## src/rtl/core/rbca_pkg.sv

```systemverilog
// Shared types and constants for the ring buffer with commit and acknowledge.
package rbca_pkg;

    localparam int CNT_W        = 12;
    localparam int PREFIX_BYTES = 4;

    localparam logic [CNT_W-1:0] LEN_MAX = '1;

    localparam logic [2:0] MODE_WSTART = 3'd0;
    localparam logic [2:0] MODE_WBYTE  = 3'd1;
    localparam logic [2:0] MODE_COMMIT = 3'd2;
    localparam logic [2:0] MODE_RSTART = 3'd3;
    localparam logic [2:0] MODE_RBYTE  = 3'd4;
    localparam logic [2:0] MODE_ACK    = 3'd5;

    localparam logic [1:0] ST_OK       = 2'd0;
    localparam logic [1:0] ST_NOSPACE  = 2'd1;
    localparam logic [1:0] ST_EMPTY    = 2'd2;
    localparam logic [1:0] ST_TOOSMALL = 2'd3;

    localparam logic [1:0] WSEL_DATA   = 2'd0;
    localparam logic [1:0] WSEL_CNT_LO = 2'd1;
    localparam logic [1:0] WSEL_CNT_HI = 2'd2;
    localparam logic [1:0] WSEL_ZERO   = 2'd3;

    localparam logic [1:0] RES_PLAIN   = 2'd0;
    localparam logic [1:0] RES_BYTE    = 2'd1;
    localparam logic [1:0] RES_LEN_RAW = 2'd2;
    localparam logic [1:0] RES_LEN_PRE = 2'd3;

    typedef struct packed {
        logic       cnt_load;
        logic       sw_rewind;
        logic       sr_rewind;
        logic       wr_byte;
        logic [1:0] wsel;
        logic       rd_byte;
        logic       pre_cap;
        logic [1:0] pre_slot;
        logic       commit_w;
        logic       commit_r;
        logic       res_load;
        logic [1:0] res_sel;
        logic [1:0] res_status;
    } t_dp_cmd;

    typedef struct packed {
        logic prefix_en;
        logic space_ok;
        logic wb_full;
        logic ring_empty;
        logic rd_empty;
    } t_dp_stat;

endpackage

```

## src/rtl/core/rbca_ctrl.sv

```systemverilog
// Controller: decodes each item and sequences prefix writes, prefix reads and byte reads.
module rbca_ctrl import rbca_pkg::*; (
    input  logic       i_clk,
    input  logic       i_rst_n,
    input  logic       i_start,
    input  logic [2:0] i_mode,
    input  t_dp_stat   i_stat,
    output logic       o_busy,
    output logic       o_strobe,
    output t_dp_cmd    o_cmd
);

    localparam logic [2:0] S_IDLE = 3'd0;
    localparam logic [2:0] S_PWR  = 3'd1;
    localparam logic [2:0] S_PRD  = 3'd2;
    localparam logic [2:0] S_PCAP = 3'd3;
    localparam logic [2:0] S_RBW  = 3'd4;

    logic [2:0] r_state, n_state;
    logic [1:0] r_cnt, n_cnt;
    logic       r_strobe;
    t_dp_cmd    cmd;

    always_comb begin
        cmd     = '0;
        n_state = r_state;
        n_cnt   = r_cnt;
        case (r_state)
            S_IDLE: begin
                n_cnt = 2'd0;
                if (i_start) begin
                    cmd.cnt_load = 1'b1;
                    cmd.res_sel  = RES_PLAIN;
                    case (i_mode)
                        MODE_WSTART: begin
                            if (!i_stat.space_ok) begin
                                cmd.res_load   = 1'b1;
                                cmd.res_status = ST_NOSPACE;
                            end else begin
                                cmd.sw_rewind = 1'b1;
                                if (i_stat.prefix_en) begin
                                    n_state = S_PWR;
                                end else begin
                                    cmd.res_load = 1'b1;
                                end
                            end
                        end
                        MODE_WBYTE: begin
                            cmd.res_load = 1'b1;
                            if (i_stat.wb_full) begin
                                cmd.res_status = ST_NOSPACE;
                            end else begin
                                cmd.wr_byte = 1'b1;
                                cmd.wsel    = WSEL_DATA;
                            end
                        end
                        MODE_COMMIT: begin
                            cmd.commit_w = 1'b1;
                            cmd.res_load = 1'b1;
                        end
                        MODE_RSTART: begin
                            if (i_stat.ring_empty) begin
                                cmd.res_load   = 1'b1;
                                cmd.res_status = ST_EMPTY;
                            end else begin
                                cmd.sr_rewind = 1'b1;
                                if (i_stat.prefix_en) begin
                                    n_state = S_PRD;
                                end else begin
                                    cmd.res_load = 1'b1;
                                    cmd.res_sel  = RES_LEN_RAW;
                                end
                            end
                        end
                        MODE_RBYTE: begin
                            if (i_stat.rd_empty) begin
                                cmd.res_load   = 1'b1;
                                cmd.res_status = ST_EMPTY;
                            end else begin
                                cmd.rd_byte = 1'b1;
                                n_state     = S_RBW;
                            end
                        end
                        MODE_ACK: begin
                            cmd.commit_r = 1'b1;
                            cmd.res_load = 1'b1;
                        end
                        default: begin
                            cmd.res_load = 1'b1;
                        end
                    endcase
                end
            end
            S_PWR: begin
                cmd.wr_byte = 1'b1;
                case (r_cnt)
                    2'd0:    cmd.wsel = WSEL_CNT_LO;
                    2'd1:    cmd.wsel = WSEL_CNT_HI;
                    default: cmd.wsel = WSEL_ZERO;
                endcase
                n_cnt = r_cnt + 2'd1;
                if (r_cnt == 2'd3) begin
                    cmd.res_load = 1'b1;
                    cmd.res_sel  = RES_PLAIN;
                    n_state      = S_IDLE;
                end
            end
            S_PRD: begin
                cmd.rd_byte  = 1'b1;
                cmd.pre_cap  = r_cnt != 2'd0;
                cmd.pre_slot = r_cnt - 2'd1;
                n_cnt        = r_cnt + 2'd1;
                if (r_cnt == 2'd3) begin
                    n_state = S_PCAP;
                end
            end
            S_PCAP: begin
                cmd.res_load = 1'b1;
                cmd.res_sel  = RES_LEN_PRE;
                n_state      = S_IDLE;
            end
            S_RBW: begin
                cmd.res_load = 1'b1;
                cmd.res_sel  = RES_BYTE;
                n_state      = S_IDLE;
            end
            default: begin
                n_state = S_IDLE;
            end
        endcase
    end

    always_ff @(posedge i_clk) begin
        if (!i_rst_n) begin
            r_state  <= S_IDLE;
            r_cnt    <= 2'd0;
            r_strobe <= 1'b0;
        end else begin
            r_state  <= n_state;
            r_cnt    <= n_cnt;
            r_strobe <= cmd.res_load;
        end
    end

    always_comb begin
        o_cmd = cmd;
        if (!i_rst_n) begin
            o_cmd = '0;
        end
    end

    assign o_busy   = r_state != S_IDLE;
    assign o_strobe = r_strobe;

endmodule

```

## config.mk

```make
export PLATFORM = sky130hd
export DESIGN_NAME = rbca_ctrl
export DESIGN_NICKNAME = d
export VERILOG_FILES = /design/src/rtl/core/rbca_pkg.sv /design/src/rtl/core/rbca_ctrl.sv
export SDC_FILE = /design/constraint.sdc
export NUM_CORES = 1
export LEC_CHECK = 0
export BUFFER_PORTS_ARGS = -buffer_cell sky130_fd_sc_hd__buf_2
export CAP_MARGIN = 20
export CORE_AREA = 3 3 40 42
export CTS_BUF_LIST = sky130_fd_sc_hd__clkbuf_4
export DETAILED_ROUTE_END_ITERATION = 7
export DIE_AREA = 0 0 43 45
export PLACE_DENSITY = 0.89
export SLEW_MARGIN = 20
export SYNTH_ARGS = -nofsm -noshare
export SYNTH_HDL_FRONTEND = slang
export SYNTH_SLANG_ARGS = --single-unit
```

## constraint.sdc

```tcl
create_clock -name i_clk -period 2.97 [get_ports i_clk]
set_clock_uncertainty 0.05 [all_clocks]
set_input_delay 0 -clock i_clk [delete_from_list [all_inputs] [get_ports i_clk]]
set_output_delay 0 -clock i_clk [all_outputs]
set_load 0.03 [all_outputs]
```

* After elaboration in Yosys (flattened, before gate mapping)
Index checks and enable logic that the tools add are counted.
** Word-level totals
- Flip-flop bits (word level) :: 6
- Latch bits :: 0
- RAM bits :: 0
- Bits in read-only memories :: 0
- Output and inout port bits :: 19
- Word-level logic and storage cells :: 79
- Memories kept :: 0
** Operators by class
- Add/sub/neg operators :: 2
- $mul :: 0
- Divide/modulo/power cells :: 0
- Order comparisons :: 0
- Eq/ne operators :: 20
- Shifts and indexed selects :: 0
- Muxes and demuxes :: 46
- Bitwise operators :: 0
- Reductions and logical operators :: 8
** Operator list (number)
- 3-bit two-way mux :: 14
- 3-bit one-hot mux with 3 select lines :: 2
- 17-bit two-way mux :: 1
- 3-bit != test, second input constant :: 5
- 1-bit two-way mux :: 14
- 7-bit two-way mux :: 2
- 3-bit by 2-bit == test with 1-bit output, second input constant :: 4
- 2-bit two-way mux :: 6
- 3-bit one-hot mux with 4 select lines :: 1
- 3-bit == test, second input constant :: 3
- 9-bit AND reduction :: 1
- 2-bit one-hot mux with 2 select lines :: 2
- 2-bit one-hot mux with 4 select lines :: 1
- 3-bit by 1-bit == test with 1-bit output, second input constant :: 2
- 3-bit zero test :: 2
- 2-bit != test, second input constant :: 3
- 3-bit one-hot mux with 2 select lines :: 1
- 4-bit by 1-bit != test with 1-bit output, second input constant :: 1
- 2-bit nonzero test :: 2
- 1-bit one-hot mux with 3 select lines :: 1
- 3-bit nonzero test :: 1
- 2-bit by 1-bit adder with 2-bit output, second input constant :: 1
- 2-bit by 1-bit == test with 1-bit output, second input constant :: 1
- 2-bit == test, second input constant :: 1
- other kinds (4) :: 4

* Logic depth before layout (Yosys ltp)
- Depth in word-level cells :: 6
- Mapped depth :: 5
- Mapped depth without buffers :: 5

* Worst setup path after synthesis
Ideal clock, no wire load.
- Kind :: register to output
- Start point :: register r_state[0]
- End point :: output o_cmd[6] (netlist bit)
- Arrival time :: 1.800 ns
- Required time :: 2.920 ns
- Slack :: 1.120 ns
- Cell stages (with the launch flop) :: 4
- Buffers on the path :: 0
- Path through :: dfxtp_1 nor2_1 nand4b_1 nor4b_1
** RTL lines
- from (decl) :: line rbca_ctrl.sv:19 : logic [2:0] r_state, n_state;
- from (signal assigned) :: line rbca_ctrl.sv:139 : r_state <= n_state;
- to (decl) :: line rbca_ctrl.sv:10 : output t_dp_cmd o_cmd

==> summary.md <==
| Metric | Value |
|---|---|
| Status | `finished clean` |
| Yosys top cell area share | `18.68%` |
| Leakage power | `0.3922 nW` |
| Final ANT Viol Nets | `0` |
| GR Overflow Total | `0` |
| PostCTS Resize Cnt | `0` |
| DRC | `0` |
| Maxcap violations | `0` |
| Post-detail-place hpwl | `1.289 mm` |
| Post-Synth XOR/XNOR Area | `0%` |
| Die width | `43 µm` |
| Initial detailed-routing violation count | `26` |
| CP Capture Type | `output port` |
| P_sw | `0.07810 mW` |
| I/O Buffers | `29` |
| Clock network fraction of design power | `32.2%` |
| I/O pin count | `30` |
| Pre-antenna DRT Iters | `5` |
| Share of the cycle needed by the critical path after routing | `63.56%` |
| R2R depth | `3` |
| Overall power | `0.2324 mW` |
| Slew @ Worst Pin | `0.4833 ns` |
| Synth unique cells | `34` |
| GPL Wtd Cong | `0.8986` |
| Placement Rows | `13` |
| Synthesis Warnings | `0` |
| Per-cell routed wire length | `13.05 µm` |
| Yosys top cell by area | `dfxtp_1` |
| Cell with the most instances after synthesis | `nor2_1` |
| WP data arrival | `1.84 ns` |
| CTS tree | `done` |
| Drt total wl | `1.735 mm` |
| Post-synthesis sequential area ratio | `18.68%` |
| Largest family of logic cells by synthesized area | `simple AND/OR/NAND/NOR gates` |
| Post-route setup slack | `1.082 ns` |
| Maximum number of pins on one net before global-route repair | `16` |
| Cts bufs inserted | `3` |
| Worst-path clk slew | `0.04 ns` |
| # nets final | `135` |
| Core Area | `1285 µm²` |
| Final setup violation count | `0` |
| Global-route wire length before repair | `2.691 mm` |
| Die span in y | `45 µm` |
| Post-synth top cells | `18 x nor2_1, 7 x nand2_1, 7 x nor3_1, 6 x dfxtp_1, 6 x inv_1` |
| Final Max Tran Viols | `0` |
| Post-synth EDFFs | `0` |
| Full die area | `1935 µm²` |
| CTS Hold Bufs | `0` |
| Mapped Cells | `90` |
| Req. time, crit path | `2.92 ns` |
| Worst vdd ir | `0.0001659 V` |
| Ys flop type | `dfxtp_1` |
| Synthesized net count | `105` |
| Vias in the first global route | `643` |
| Fraction of layout cells with a size suffix above 1 | `30.51%` |
| Power Dens Cells | `287.6 nW/µm²` |
| Placed Area | `785.8 µm²` |
| Setup WS pre-CTS | `1.358 ns` |
| RSZ-0062 raised after global routing | `false` |
| Maximum clock rate | `0.5298 GHz` |
| N_diodes | `0` |
| Total negative slack | `0 ns` |
| Compound-Gate Fraction of Synth Area | `22.37%` |
| Tot GR Track Use | `17.74%` |
| Drt via density | `5.857` |
| Crit Path Category | `flip-flop to output port` |
| Worst setup SP type | `flip-flop` |
| Setup Buffers After CTS | `0` |
| CP max FO | `15` |
| Seq cells post-synth | `6` |
| Asr flop ratio synth | `0%` |
| Deepest clock path buffer count | `2` |
| Share of power burned in combinational logic | `30.1%` |
| Int Power | `0.1543 mW` |
| Worst hold-check path type | `primary input to flip-flop` |
| Slew margin rel. | `67.73%` |
| Hold path depth | `3` |
| Initial Util | `50.05%` |
| H-tree level count | `1` |
| Root buf cell | `clkbuf_4` |
| # clock sinks | `6` |
| Sequential power share | `37.7%` |
| Tmin final | `1.888 ns` |
| Average size of a mapped cell | `7.146 µm²` |
| Post-Syn Area | `643.1 µm²` |
| DR vias | `779` |
| Post-Synth Adder-Cell Area | `7.782%` |
| Placed Instances | `130` |
| Finished Cell Area | `808.3 µm²` |
| Final hold vios | `0` |
| Switching portion of total power | `33.60%` |
| Non-Filler Instances | `133` |
| Top post-synthesis cells by area | `dfxtp_1 19%, nor2_1 11%, ha_1 7.8%` |
| Area grow syn2layout | `25.68%` |
| Latest clock arrival within the worst-skew pair | `0.24 ns` |
| Antenna violations before repair | `0` |
| Post-Synth Simple-Gate Area | `39.69%` |
| Portion of netlist area occupied by mux cells | `4.669%` |
power by group through the flow:
stage | registers, mW | logic (mW) | clock network [mW]
6_report | 0.0876 | 0.0699 | 0.0749
5_1_grt | 0.0883 | 0.0755 | 0.0799
4_1_cts | 0.0875 | 0.0693 | 0.0780
3_5_place_dp | 0.0890 | 0.0689 | 0
3_3_place_gp | 0.0887 | 0.0673 | 0
2_1_floorplan | 0.0886 | 0.0462 | 0
per-layer routing:
layer	global-route usage, %	vias up	part of all wire [%]
met5	0	-	0
met4	3.614	0	0.58
met3	3.586	2	9.1
met2	31.74	45	47
met1	22.17	344	43
li1	-	388	-
worst max-delay path, stage by stage (launching register included):
cell and delay (ns):
dfxtp_1 0.45, or3_4 0.46, a221o_1 0.30, o21ai_0 0.17
buf_2 0.22
worst paths after layout:
path | start | endpoint | slack (ns)
max | r_state[0] | o_cmd[4] | 1.08
min | i_start | o_strobe | 0.03
max reg2reg | r_state[0] | r_state[0] | 1.38
min reg2reg | r_cnt[1] | r_cnt[1] | 0.57
state kept, by name (all words and copies together), names as in the netlist:
name	flops
r_state	3
o_strobe	1
r_cnt	2
cell families (layout without fill, tap and decap cells):
logic type                 count (synthesis)  count (layout)
and+or+nand+nor                           47              47
AOI/OAI and AO/OA                         20              20
buffers and inverters                     10              38
DFF                                        6               6
adders and majority gates                  4               4
muxes                                      3               3
layout make-up:
class | count | area (µm²)
clock buffer | 3 | 22.52
fill | 127 | 476.7
inverter | 6 | 22.52
multi-input combinational | 74 | 479.2
sequential | 6 | 120.1
tap | 15 | 18.77
timing repair buffer | 29 | 145.1
metrics by stage:
stage	utilization, %	hold slack, ns
3_5_place_dp	61.15	0.2580
5_1_grt	62.90	0.05444
4_1_cts	62.90	0.02135
6_report	62.90	0.03415
3_3_place_gp	61.15	0.2591
2_1_floorplan	-	0.06701
cells in the final DEF, fill, tap and decap left out, drive strengths merged:
master	instances
mux2i	3
o211ai	1
a22o	1
a221oi	1
nand3b	1
a211oi	1
a221o	1
or3	2
and4b	1
nand2b	3
nand2	7
o31ai	2
nor4b	1
a21o	1
ha	4
o21ai	3
dfxtp	6
a32o	1
nor2	18
o22a	1
inv	6
nor4	2
o21a	1
clkbuf	3
a21oi	4
a22oi	1
buf	29
a222oi	1
nor3	8
or3b	1
nand4b	3
Power figures use the tool's default switching activity.
